<file path="config.mk">
export PLATFORM = sky130hd
export DESIGN_NAME = loser_tree_kway_merge_core
export DESIGN_NICKNAME = d
export VERILOG_FILES = /design/src/ltm_pkg.sv /design/src/ltm_ram.sv /design/src/ltm_cmp.sv /design/src/loser_tree_kway_merge_core.sv
export SDC_FILE = /design/constraint.sdc
export NUM_CORES = 2
export LEC_CHECK = 0
export BUFFER_PORTS_ARGS = -buffer_cell sky130_fd_sc_hd__clkbuf_2
export CAP_MARGIN = 15
export CORE_ASPECT_RATIO = 1.2
export CORE_MARGIN = 2
export CORE_UTILIZATION = 34
export CTS_CLUSTER_SIZE = 14
export DETAILED_ROUTE_END_ITERATION = 10
export SYNTH_ARGS = -nofsm -noshare
export SYNTH_HDL_FRONTEND = slang
export SYNTH_SLANG_ARGS = --single-unit
</file>
<file path="constraint.sdc">
create_clock -name clk_i -period 4.83 [get_ports clk_i]
set_input_delay 0.483 -clock clk_i [delete_from_list [all_inputs] [get_ports clk_i]]
set_output_delay 0.483 -clock clk_i [all_outputs]
set_load 0.01 [all_outputs]
</file>
<file path="src/ltm_pkg.sv">
`timescale 1ns / 1ps

package ltm_pkg;

  // Defaults for the top-level parameters.
  localparam int WAYS_DEF     = 16;
  localparam int KEY_BITS_DEF = 64;

  // Fixed field widths of the stream items.
  localparam int CMD_W       = 2;
  localparam int WAY_FIELD_W = 4;
  localparam int KEY_FIELD_W = 64;
  localparam int NWAYS_W     = 5;

  // Stream data buses: way in the low nibble, key above it, zero padded to bytes.
  localparam int TDATA_W = 72;

  localparam logic [NWAYS_W-1:0] NWAYS_RESET = NWAYS_W'(16);

  // Command codes carried in the input tuser field.
  localparam logic [CMD_W-1:0] CMD_LOAD  = 2'd0;
  localparam logic [CMD_W-1:0] CMD_BUILD = 2'd1;
  localparam logic [CMD_W-1:0] CMD_NEXT  = 2'd2;

endpackage

</file>
<file path="src/ltm_ram.sv">
`timescale 1ns / 1ps

// Simple dual-port RAM: one write port, one read port with registered data.
module ltm_ram #(
  parameter int WIDTH = 8,
  parameter int DEPTH = 16
) (
  input  logic                     clk_i,
  input  logic                     we_i,
  input  logic [$clog2(DEPTH)-1:0] waddr_i,
  input  logic [WIDTH-1:0]         wdata_i,
  input  logic [$clog2(DEPTH)-1:0] raddr_i,
  output logic [WIDTH-1:0]         rdata_o
);

  logic [WIDTH-1:0] mem_q [DEPTH];
  logic [WIDTH-1:0] rdata_q;

  always_ff @(posedge clk_i) begin
    if (we_i) begin
      mem_q[waddr_i] <= wdata_i;
    end
    rdata_q <= mem_q[raddr_i];
  end

  assign rdata_o = rdata_q;

endmodule

</file>
<file path="src/ltm_cmp.sv">
`timescale 1ns / 1ps

// Match comparator of the loser tree. An exhausted way loses to every live
// way, and live ways compare as signed keys. On a tie the climbing way (a)
// does not lose.
module ltm_cmp #(
  parameter int KEY_BITS = 64
) (
  input  logic                       a_exh_i,
  input  logic signed [KEY_BITS-1:0] a_key_i,
  input  logic                       b_exh_i,
  input  logic signed [KEY_BITS-1:0] b_key_i,
  output logic                       a_loses_o
);

  always_comb begin
    if (a_exh_i || b_exh_i) begin
      a_loses_o = a_exh_i && !b_exh_i;
    end else begin
      a_loses_o = a_key_i > b_key_i;
    end
  end

endmodule

</file>
<file path="src/loser_tree_kway_merge_core.sv">
`timescale 1ns / 1ps

// Channel  Dir  Handshake         Payload, lowest bits first
// s_axis   in   tvalid tready     tdata: way, key, pad; tuser: cmd; tlast: is_end
// m_axis   out  tvalid tready     tdata: winner_way, winner_key, pad; tuser: all_done
// cfg      in   cfg_we_i          cfg_wdata_i: n_ways
//
// A load or an unused command completes on its transfer and leaves the block idle. A next-key
// command replays its winner from its leaf before its result, climbing at most four levels
// at sixteen ways; a build climbs each of its ways in turn, from way n-1 down to 0.
// Each level is one node RAM read and one head RAM read, both registered, into one comparator.
// Reset clears all control state and the valid bits of both RAMs, so no clearing pass runs.
// A result that waits on m_axis stalls only a build or next-key command at its last cycle.
module loser_tree_kway_merge_core #(
  parameter int WAYS     = ltm_pkg::WAYS_DEF,
  parameter int KEY_BITS = ltm_pkg::KEY_BITS_DEF
) (
  input  logic                           clk_i,
  input  logic                           rst_ni,

  input  logic                           cfg_we_i,
  input  logic [ltm_pkg::NWAYS_W-1:0]    cfg_wdata_i,     // n_ways

  input  logic                           s_axis_tvalid,
  output logic                           s_axis_tready,
  input  logic [ltm_pkg::TDATA_W-1:0]    s_axis_tdata,    // way, key, zero pad
  input  logic [ltm_pkg::CMD_W-1:0]      s_axis_tuser,    // cmd
  input  logic                           s_axis_tlast,    // is_end

  output logic                           m_axis_tvalid,
  input  logic                           m_axis_tready,
  output logic [ltm_pkg::TDATA_W-1:0]    m_axis_tdata,    // winner_way, winner_key, pad
  output logic                           m_axis_tuser     // all_done
);

  localparam int WAY_W  = $clog2(WAYS);
  localparam int NODE_W = $clog2(WAYS + 1);
  localparam int WF_W   = ltm_pkg::WAY_FIELD_W;
  localparam int KF_W   = ltm_pkg::KEY_FIELD_W;
  localparam int PAD_W  = ltm_pkg::TDATA_W - WF_W - KF_W;

  // A node that holds no way carries this code.
  localparam logic [NODE_W-1:0] EMPTY = NODE_W'(WAYS);

  typedef enum logic [2:0] {
    ST_IDLE,
    ST_SETUP,
    ST_RD_NODE,
    ST_CMP,
    ST_REPORT
  } state_e;

  // Input fields.
  logic [WF_W-1:0]              in_way;
  logic [KF_W-1:0]              in_key;
  logic [WAY_W-1:0]             way_idx;
  logic                         way_ok;
  logic                         s_acc;

  assign in_way  = s_axis_tdata[WF_W-1:0];
  assign in_key  = s_axis_tdata[WF_W+KF_W-1:WF_W];
  assign way_idx = WAY_W'(in_way);
  assign way_ok  = 32'(in_way) < 32'(WAYS);
  assign s_acc   = s_axis_tvalid && s_axis_tready;

  // Registers.
  state_e                       state_q, state_d;
  logic [ltm_pkg::NWAYS_W-1:0]  n_ways_q;
  logic [NODE_W-1:0]            n_q, n_d;
  logic                         is_bld_q, is_bld_d;
  logic [WAY_W-1:0]             bld_q, bld_d;
  logic [NODE_W-1:0]            s_q, s_d;
  logic [WAY_W-1:0]             t_q, t_d;
  logic [NODE_W-1:0]            lsr_q, lsr_d;
  logic                         cur_exh_q, cur_exh_d;
  logic signed [KEY_BITS-1:0]   cur_key_q, cur_key_d;
  logic                         end_q, end_d;
  logic [KEY_BITS-1:0]          key_q, key_d;
  logic [NODE_W-1:0]            winner_q, winner_d;
  logic [WAYS-1:0]              head_vld_q, head_vld_d;
  logic [WAYS-1:0]              node_vld_q, node_vld_d;
  logic                         head_rvld_q, node_rvld_q;
  logic                         m_valid_q, m_valid_d;
  logic                         m_done_q, m_done_d;
  logic [WF_W-1:0]              m_way_q, m_way_d;
  logic [KF_W-1:0]              m_key_q, m_key_d;

  // RAM ports.
  logic                         head_we;
  logic [WAY_W-1:0]             head_waddr, head_raddr;
  logic [KEY_BITS:0]            head_wdata, head_rdata;
  logic                         node_we;
  logic [WAY_W-1:0]             node_waddr, node_raddr;
  logic [NODE_W-1:0]            node_wdata, node_rdata;

  // Head as read back: an entry never written reads as live.
  logic                         rd_exh;
  logic signed [KEY_BITS-1:0]   rd_key;
  logic                         a_loses;

  logic [NODE_W-1:0]            n_used;
  logic [NODE_W:0]              t_sum;
  logic [WAY_W-1:0]             t_start;
  logic [WAY_W-1:0]             t_next;
  logic [NODE_W-1:0]            node_loser;
  logic                         fin;

  assign rd_exh = head_rvld_q && head_rdata[KEY_BITS];
  assign rd_key = head_rdata[KEY_BITS-1:0];

  always_comb begin
    if (n_ways_q == '0) begin
      n_used = NODE_W'(1);
    end else if (32'(n_ways_q) > 32'(WAYS)) begin
      n_used = NODE_W'(WAYS);
    end else begin
      n_used = NODE_W'(n_ways_q);
    end
  end

  // First node a way meets on its climb.
  assign t_sum      = (NODE_W+1)'(s_q) + (NODE_W+1)'(n_q);
  assign t_start    = WAY_W'(t_sum >> 1);
  assign t_next     = t_q >> 1;
  assign node_loser = node_rvld_q ? node_rdata : EMPTY;

  ltm_ram #(
    .WIDTH (KEY_BITS + 1),
    .DEPTH (WAYS)
  ) u_head_ram (
    .clk_i   (clk_i),
    .we_i    (head_we),
    .waddr_i (head_waddr),
    .wdata_i (head_wdata),
    .raddr_i (head_raddr),
    .rdata_o (head_rdata)
  );

  ltm_ram #(
    .WIDTH (NODE_W),
    .DEPTH (WAYS)
  ) u_node_ram (
    .clk_i   (clk_i),
    .we_i    (node_we),
    .waddr_i (node_waddr),
    .wdata_i (node_wdata),
    .raddr_i (node_raddr),
    .rdata_o (node_rdata)
  );

  ltm_cmp #(
    .KEY_BITS (KEY_BITS)
  ) u_cmp (
    .a_exh_i   (cur_exh_q),
    .a_key_i   (cur_key_q),
    .b_exh_i   (rd_exh),
    .b_key_i   (rd_key),
    .a_loses_o (a_loses)
  );

  always_comb begin
    state_d    = state_q;
    n_d        = n_q;
    is_bld_d   = is_bld_q;
    bld_d      = bld_q;
    s_d        = s_q;
    t_d        = t_q;
    lsr_d      = lsr_q;
    cur_exh_d  = cur_exh_q;
    cur_key_d  = cur_key_q;
    end_d      = end_q;
    key_d      = key_q;
    winner_d   = winner_q;
    head_vld_d = head_vld_q;
    node_vld_d = node_vld_q;
    m_valid_d  = m_valid_q && !m_axis_tready;
    m_done_d   = m_done_q;
    m_way_d    = m_way_q;
    m_key_d    = m_key_q;
    head_we    = 1'b0;
    head_waddr = '0;
    head_wdata = '0;
    head_raddr = '0;
    node_we    = 1'b0;
    node_waddr = '0;
    node_wdata = '0;
    node_raddr = '0;
    fin        = 1'b0;

    case (state_q)
      ST_IDLE: begin
        if (s_acc) begin
          case (s_axis_tuser)
            ltm_pkg::CMD_LOAD: begin
              if (way_ok) begin
                head_we             = 1'b1;
                head_waddr          = way_idx;
                head_wdata          = {s_axis_tlast, KEY_BITS'(in_key)};
                head_vld_d[way_idx] = 1'b1;
              end
            end
            ltm_pkg::CMD_BUILD: begin
              // Empty every node at once, then climb ways n-1 down to 0.
              node_vld_d = '0;
              n_d        = n_used;
              is_bld_d   = 1'b1;
              bld_d      = WAY_W'(n_used - NODE_W'(1));
              s_d        = n_used - NODE_W'(1);
              head_raddr = WAY_W'(n_used - NODE_W'(1));
              state_d    = ST_SETUP;
            end
            ltm_pkg::CMD_NEXT: begin
              n_d      = n_used;
              is_bld_d = 1'b0;
              end_d    = s_axis_tlast;
              key_d    = KEY_BITS'(in_key);
              s_d      = winner_q;
              if (winner_q == EMPTY) begin
                state_d = ST_REPORT;
              end else begin
                head_raddr = WAY_W'(winner_q);
                state_d    = ST_SETUP;
              end
            end
            default: begin
            end
          endcase
        end
      end

      ST_SETUP: begin
        if (!is_bld_q && rd_exh) begin
          // The winner is already exhausted: nothing changes.
          cur_exh_d = 1'b1;
          state_d   = ST_REPORT;
        end else begin
          if (!is_bld_q) begin
            // Replace the winner's head, then replay from its leaf.
            head_we                           = 1'b1;
            head_waddr                        = WAY_W'(s_q);
            head_wdata                        = {end_q, key_q};
            head_vld_d[WAY_W'(s_q)]           = 1'b1;
            cur_exh_d                         = end_q;
            cur_key_d                         = key_q;
          end else begin
            cur_exh_d = rd_exh;
            cur_key_d = rd_key;
          end
          if (t_start == '0) begin
            fin = 1'b1;
          end else begin
            node_raddr = t_start;
            t_d        = t_start;
            state_d    = ST_RD_NODE;
          end
        end
      end

      ST_RD_NODE: begin
        if (node_loser == EMPTY) begin
          // Park the climbing way in the empty node; the climb ends here.
          node_we          = 1'b1;
          node_waddr       = t_q;
          node_wdata       = s_q;
          node_vld_d[t_q]  = 1'b1;
          s_d              = EMPTY;
          fin              = 1'b1;
        end else begin
          lsr_d      = node_loser;
          head_raddr = WAY_W'(node_loser);
          state_d    = ST_CMP;
        end
      end

      ST_CMP: begin
        if (a_loses) begin
          // The climbing way stays as loser here and the stored way climbs on.
          node_we    = 1'b1;
          node_waddr = t_q;
          node_wdata = s_q;
          s_d        = lsr_q;
          cur_exh_d  = rd_exh;
          cur_key_d  = rd_key;
        end
        if (t_next == '0) begin
          fin = 1'b1;
        end else begin
          node_raddr = t_next;
          t_d        = t_next;
          state_d    = ST_RD_NODE;
        end
      end

      ST_REPORT: begin
        if (!m_valid_q || m_axis_tready) begin
          m_valid_d = 1'b1;
          if (s_q == EMPTY || cur_exh_q) begin
            m_done_d = 1'b1;
            m_way_d  = '0;
            m_key_d  = '0;
          end else begin
            m_done_d = 1'b0;
            m_way_d  = WF_W'(s_q);
            m_key_d  = KF_W'(cur_key_q);
          end
          state_d = ST_IDLE;
        end
      end

      default: begin
        state_d = ST_IDLE;
      end
    endcase

    // End of one climb: record the winner, then start the next way of a
    // build or go report.
    if (fin) begin
      winner_d = s_d;
      if (is_bld_q && bld_q != '0) begin
        bld_d      = bld_q - WAY_W'(1);
        s_d        = NODE_W'(bld_q - WAY_W'(1));
        head_raddr = bld_q - WAY_W'(1);
        state_d    = ST_SETUP;
      end else begin
        state_d = ST_REPORT;
      end
    end
  end

  always_ff @(posedge clk_i or negedge rst_ni) begin
    if (!rst_ni) begin
      state_q     <= ST_IDLE;
      n_ways_q    <= ltm_pkg::NWAYS_RESET;
      n_q         <= NODE_W'(1);
      is_bld_q    <= 1'b0;
      bld_q       <= '0;
      s_q         <= '0;
      t_q         <= '0;
      lsr_q       <= '0;
      cur_exh_q   <= 1'b0;
      cur_key_q   <= '0;
      end_q       <= 1'b0;
      key_q       <= '0;
      winner_q    <= '0;
      head_vld_q  <= '0;
      node_vld_q  <= '0;
      head_rvld_q <= 1'b0;
      node_rvld_q <= 1'b0;
      m_valid_q   <= 1'b0;
      m_done_q    <= 1'b0;
      m_way_q     <= '0;
      m_key_q     <= '0;
    end else begin
      state_q     <= state_d;
      if (cfg_we_i) begin
        n_ways_q <= cfg_wdata_i;
      end
      n_q         <= n_d;
      is_bld_q    <= is_bld_d;
      bld_q       <= bld_d;
      s_q         <= s_d;
      t_q         <= t_d;
      lsr_q       <= lsr_d;
      cur_exh_q   <= cur_exh_d;
      cur_key_q   <= cur_key_d;
      end_q       <= end_d;
      key_q       <= key_d;
      winner_q    <= winner_d;
      head_vld_q  <= head_vld_d;
      node_vld_q  <= node_vld_d;
      head_rvld_q <= head_vld_q[head_raddr];
      node_rvld_q <= node_vld_q[node_raddr];
      m_valid_q   <= m_valid_d;
      m_done_q    <= m_done_d;
      m_way_q     <= m_way_d;
      m_key_q     <= m_key_d;
    end
  end

  assign s_axis_tready = (state_q == ST_IDLE);
  assign m_axis_tvalid = m_valid_q;
  assign m_axis_tdata  = {{PAD_W{1'b0}}, m_key_q, m_way_q};
  assign m_axis_tuser  = m_done_q;

endmodule

</file>
**Word-level counts from Yosys, hierarchy flattened**

Memories as Yosys holds them, arrays and structs flattened. A register that Yosys moved wholly into a read port is not among the register bits.
Cells that the tools add are included.

- Flip-flop bits (word level): 271
- RAM bits: 1120
- Bits of input ports: 85
- Output and inout bits: 75
- Logic and storage cells: 210
- Memories: 2

- Add/subtract/negate cells: 4
- Magnitude comparators: 10
- Equality and inequality tests: 24
- Muxes and demuxes: 107
- Bitwise operators: 4
- Reduce and logical (&&, ||, !) cells: 38

Memories:

| memory | depth | width | read ports | clocked after Yosys merged registers in | wr ports | line | source |
|---|---|---|---|---|---|---|---|
| u_head_ram.mem_q | 16 | 65 | 1 | 1 | 1 | ltm_ram.sv:16 | `logic [WIDTH-1:0] mem_q [DEPTH];` |
| u_node_ram.mem_q | 16 | 5 | 1 | 1 | 1 | ltm_ram.sv:16 |  |

Operators by type and width:

| operator | count |
|---|---|
| two-way mux 65 bit | 4 |
| two-way mux 64 bit | 4 |
| one-hot mux 65 bit (2 select lines) | 1 |
| one-hot mux 64 bit (2 select lines) | 1 |
| two-way mux 16 bit | 7 |
| two-way mux 4 bit | 22 |
| greater-than comparator 64 bit | 1 |
| one-hot mux 16 bit (2 select lines) | 2 |
| two-way mux 5 bit | 10 |
| OR 16 bit | 3 |
| one-hot mux 4 bit (2 select lines) | 6 |
| two-way mux 3 bit | 10 |
| less-than comparator 4 x 5 -> 1 bit, second input constant | 5 |
| two-way mux 1 bit | 25 |
| one-hot mux 5 bit (2 select lines) | 2 |
| equality test 5 bit, second input constant | 3 |
| one-hot mux 3 bit (5 select lines) | 1 |
| one-hot mux 5 bit (3 select lines) | 1 |
| demux 1 bit (select 4 bit) | 3 |
| >= comparator 4 x 1 -> 1 bit, second input constant | 3 |
| inequality test 2 bit, second input constant | 6 |
| AND reduction 3 bit | 4 |
| logical AND 1 bit | 9 |
| inequality test 3 bit, second input constant | 3 |
| 32 further kinds | 51 |

**Logic depth before layout (Yosys ltp)**

- Word-level depth: 11
- Gate-level depth with buffers: 15
- Depth with buffers taken out: 12

**Modules after synthesis**

From an unflattened synthesis, not the netlist that was laid out.

- Cell total of the unflattened synthesis: 3185
- Area total of the unflattened synthesis: 57799.2 um^2

By module, submodules not included:

| module | instances | cells an instance | area an instance (um^2) | seq. area each (um^2) |
|---|---|---|---|---|
| ltm_ram (u_head_ram) | 1 | 1673 | 40243.6 | 32531.2 |
| loser_tree_kway_merge_core | 1 | 1126 | 12669.7 | 6784.0 |
| ltm_ram (u_node_ram) | 1 | 155 | 3213.1 | 2502.4 |
| ltm_cmp | 1 | 231 | 1672.9 | 0.0 |

**Worst setup path after synthesis**

OpenSTA, ideal clock, no wires.

- Path kind: register to register
- From: register state_q[1]
- To: memory u_head_ram.mem_q[11][0] in the netlist's numbering, enable pin
- Library setup time: 0.496 ns
- Arrival: 4.815 ns
- Required time: 4.334 ns
- Setup slack: -0.481 ns
- Cell stages (with the launch flop): 10
- Path buffers: 3
- Clock period less this slack: 5.311 ns
- Cell sequence: dfrtp_1 -> buf_2 -> nor3_2 -> and3_1 -> clkbuf_1 -> clkbuf_1 -> nand2_1 -> o22ai_1 -> a32oi_1 -> nor2b_1

- Longest elaborated chain between the ends: 6
- Elaborated cells on any way between the ends: 9
- Those cells by class: 1 x eq/ne; 6 x mux; 2 x reduce/logical

Ends and longest elaborated chain:

| item | line | source |
|---|---|---|
| start: declaration | loser_tree_kway_merge_core.sv:67 | `state_e state_q, state_d;` |
| start signal: assignment | loser_tree_kway_merge_core.sv:354 | `state_q <= state_d;` |
| zero test 3 bit (*) | loser_tree_kway_merge_core.sv:380 | `assign s_axis_tready = (state_q == ST_IDLE);` |
| named net s_axis_tready | loser_tree_kway_merge_core.sv:25 | `output logic s_axis_tready,` |
| logical AND 1 bit | loser_tree_kway_merge_core.sv:64 | `assign s_acc = s_axis_tvalid && s_axis_tready;` |
| two-way mux 1 bit | loser_tree_kway_merge_core.sv:192 | `if (s_acc) begin` |
| one-hot mux 1 bit (2 select lines) | loser_tree_kway_merge_core.sv:190 | `case (state_q)` |
| two-way mux 1 bit | ltm_ram.sv:20 | `if (we_i) begin` |
| two-way mux 1 bit (implied by the code) | ltm_ram.sv:21 | `mem_q[waddr_i] <= wdata_i;` |
| end: declaration | ltm_ram.sv:16 |  |

Mark *: on every way through the listed nets, which the timed path passes. The rest lies on a longest branch.

**Worst setup path after layout**

- From: register cur_key_q[63]
- To: memory u_node_ram.mem_q[12][3] in the netlist's numbering, enable pin

- Longest elaborated chain between the ends: 6
- Elaborated cells on any way between the ends: 8
- Those cells by class: 1 x order compare; 7 x mux

Ends and longest elaborated chain:

| item | line | source |
|---|---|---|
| start: declaration | loser_tree_kway_merge_core.sv:76 | `logic signed [KEY_BITS-1:0] cur_key_q, cur_key_d;` |
| start signal: assignment | loser_tree_kway_merge_core.sv:365 | `cur_key_q <= cur_key_d;` |
| greater-than comparator 64 bit (*) | ltm_cmp.sv:20 | `a_loses_o = a_key_i > b_key_i;` |
| two-way mux 1 bit (*) | ltm_cmp.sv:17 | `if (a_exh_i \|\| b_exh_i) begin` |
| two-way mux 1 bit | loser_tree_kway_merge_core.sv:276 | `if (a_loses) begin` |
| one-hot mux 1 bit (2 select lines) | loser_tree_kway_merge_core.sv:190 |  |
| two-way mux 1 bit | ltm_ram.sv:20 |  |
| two-way mux 1 bit (implied by the code) | ltm_ram.sv:21 |  |
| end: declaration | ltm_ram.sv:16 |  |

Mark *: on every way between the ends. The rest lies on a longest branch, timed or not.

==> results_dict.tcl <==
set metrics [dict create \
    clock_sinks 1461 \
    routedWlPerCell_um 23.5 \
    wl_met3_um 11200 \
    cp.required_ps 5230 \
    top_level_ports 160 \
    ir_drop_mv 0.601 \
    grt_pass1_wl_um 235000 \
    grt_start_max_net_pins 100 \
    fin_skew_ps 65.9 \
    grt_pass1_vias 35900 \
    timing.rr.end "u_node_ram.mem_q[12][3]" \
    die_x_um 386 \
    worstPathCellList "ha_1 > a21oi_1 > o21ai_0 > a2111oi_0 > nand4_1 > a21oi_1 > buf_4 > buf_4 > a22o_2 > or2_2 > a21oi_1 > buf_4 > nor4_1" \
    max_freq_mhz 223 \
    synth-edff-count 1120 \
    async_flop_share 0.185 \
    hold_path_end "key_q[32]" \
    synthFlopType "edfxtp_1" \
    p_sw_w 0.0154 \
    outcome "finished, final reports clean" \
    wl_met1_um 74500 \
    wl_um 160000 \
    hold_depth 2 \
    fin_nets 4564 \
    power.leakage_nw 25.3 \
    root_buffer "clkbuf_16" \
    seq_area_frac_synth 0.702 \
    row_count 168 \
    routabilityCongestion 0.821 \
    ant_nets 0 \
    drive_gt1_frac 0.151 \
    p_int_w 0.0280 \
    setup_violations 0 \
    antenna_found_initial 10 \
    startpoint_type "flop" \
    r2r_setup_slack_ps 340 \
    reg2reg_from "cur_key_q[63]" \
    final_util 0.397 \
    crit_start "cur_key_q[63]" \
    register_area_um2 41800 \
    synth_area_per_cell_um2 14.3 \
    die_y_um 463 \
    p_seq_frac 0.394 \
    route.met2.wl_um 71700 \
    timing.slew.headroom 0.245 \
    combPwrFrac 0.345 \
    rr_worst_depth 13 \
    crit_family "compound AO/OA/AOI/OAI gates" \
    hold_path.class "in2reg" \
    worstPathMaxFanout 13 \
    fin_crit_sh 0.929 \
    clk_latency_ps 810 \
    synth-seq-cells 1461 \
    swShare 0.354 \
    post-place-ws_ps 252 \
    end_kind "flop" \
    timing.final.max_slew_violations 0 \
    cts_buffers 151 \
    final_hold_viol_count 0 \
    cts-resized-gates 0 \
    fillers 16100 \
    clk_pin_slew_ps 60 \
    dieArea_um2 179000 \
    rsz0062_at_grt "no" \
    grt_usage 0.176 \
    slowest_stage "nor4_1" \
    cts_buffer_depth 3 \
    post-route-min-period_ps 4490 \
    cp.buffers_inverters 3 \
    dp_hpwl_um 90800 \
    io_buffers 151 \
    top_layer_used "met5" \
    netlist_area_um2 59600 \
    viasPerCell 5.38 \
    htreeDepth 4 \
    power.total_w 0.0434 \
    cts_tree "done" \
    first_pass_iters 6 \
    grt-ovfl-total 0 \
    multiInputGateArea_um2 16400 \
    min_from "s_axis_tdata[36]" \
    crit_type "reg2reg" \
    drv_cap 0 \
    slowest_delay_ps 890 \
    drtIter0Drc 3353 \
    synth_cells 4179 \
    drc 0 \
    synth_warnings 0 \
    setup_slack_ps 342 \
    clockPowerShare 0.261 \
    synth.distinct_cells 73 \
    initial_core_util 0.342 \
    cp.arrival_ps 4890 \
    power_density_nw_per_um2 627 \
    vias 36700 \
    area_growth_pct 16.2 \
    worst_pin_slew_ps 1130 \
    coreArea_um2 174000 \
]
## flip-flops by register name (all words and copies together), names as in the netlist, 3 cells and up
name / cells
n_q: 5
cur_key_q: 64
u_node_ram.mem_q: 80
n_ways_q: 5
m_key_q: 64
m_way_q: 4
lsr_q: 5
state_q: 3
bld_q: 4
s_q: 5
u_head_ram.mem_q: 1040
key_q: 64
u_head_ram.rdata_o: 65
t_q: 4
u_node_ram.rdata_o: 5
node_vld_q: 16
winner_q: 5
head_vld_q: 16
## worst max-delay path by stage
stage                         endpoint  cells after the start
2_1_floorplan  u_head_ram.mem_q[15][0]                      9
3_5_place_dp   u_node_ram.mem_q[12][3]                     13
6_report       u_node_ram.mem_q[12][3]                     13
5_1_grt        u_node_ram.mem_q[12][0]                     13
3_3_place_gp    u_node_ram.mem_q[4][2]                     13
4_1_cts         u_node_ram.mem_q[6][2]                     13
## stage by stage
| stage | instances | area, um2 | setup TNS, ps | hold WS (ps) |
|---|---|---|---|---|
| detailed placement | 6481 | 63800 | 0 | 443 |
| finish | 6828 | 69300 | 0 | 60.4 |
| floorplan | 4182 | 59600 | -104900 | 187 |
| CTS | 6825 | 69200 | 0 | 1.25 |
| global placement | 6481 | 63800 | 0 | 443 |
| global route | 6827 | 69300 | 0 | 21.9 |
## power groups by stage
stage	Clock (W)	Combinational (W)	Sequential, W
2_1_floorplan	0	0.0102	0.0168
3_3_place_gp	0	0.0147	0.0173
3_5_place_dp	0	0.0149	0.0173
4_1_cts	0.0115	0.0150	0.0171
5_1_grt	0.0120	0.0164	0.0173
6_report	0.0113	0.0150	0.0171
## synthesized netlist by cell type, types with 68 or more instances
library cell  instances  area share
a211oi_1            183       0.023
a21oi_1             334       0.028
a22o_1              136       0.020
a22oi_1              72      0.0091
and2_1               87      0.0091
buf_2                68      0.0057
clkbuf_1            140      0.0088
dfrtp_1             269        0.11
dfxtp_1              70       0.024
edfxtp_1           1120        0.56
ha_1                 73       0.015
inv_1                81      0.0051
mux2_2              138       0.026
mux2i_1             277       0.047
nand2_1             540       0.034
nor2_1               73      0.0046
o21ai_0              93      0.0078
## routing by layer
metal,up-vias,global-route usage
li1,16300,-
met1,18900,0.263
met2,1288,0.266
met3,213,0.0298
met4,8,0.0422
met5,-,0
## cells in the final DEF, fill, tap and decap left out, types with 25 or more instances in the layout
master,synthesis,layout
ha_1,73,73
dfxtp_1,70,70
inv_1,81,81
a22o_1,136,136
and2_1,87,85
clkbuf_1,140,49
clkbuf_16,0,151
a31oi_1,25,25
clkbuf_2,0,150
o21ai_0,93,93
a22oi_1,72,70
nand2_1,540,540
a32o_1,64,64
edfxtp_1,1120,1120
a211o_1,65,65
buf_12,0,55
mux2i_1,277,277
dlygate4sd3_1,0,64
buf_4,36,74
a211oi_1,183,183
mux2_2,138,138
nor2_1,73,62
dfrtp_1,269,269
a21oi_1,334,334
## cells by family (layout without fill, tap and decap cells)
group	after synthesis	after routing	share of synthesized area
compound gates	1031	1031	0.119
xor+xnor	8	8	0.00118
fa+ha+maj	74	74	0.0157
buf+inv	356	706	0.0278
flops	1461	1461	0.702
mux	415	415	0.0726
other cells	1	5	0.0000629
simple gates	833	833	0.0616
## area by class of cell
type / count / area share
multi-input combinational: 2365 / 0.236
inverter: 81 / 0.00439
clock inverter: 65 / 0.00959
timing repair buffer: 345 / 0.0444
sequential: 1461 / 0.604
tap: 2295 / 0.0415
clock buffer: 215 / 0.0602
antenna: 1 / 0.0000361
## timing repair
action / in CTS / in global routing
hold buffers: 64 / 0
setup buffers: 0 / 0
endpoints found under the setup margin: 0 / 0
hold endpoints to repair: 153 / 0
No activity file was read; power rests on OpenSTA's default activity.
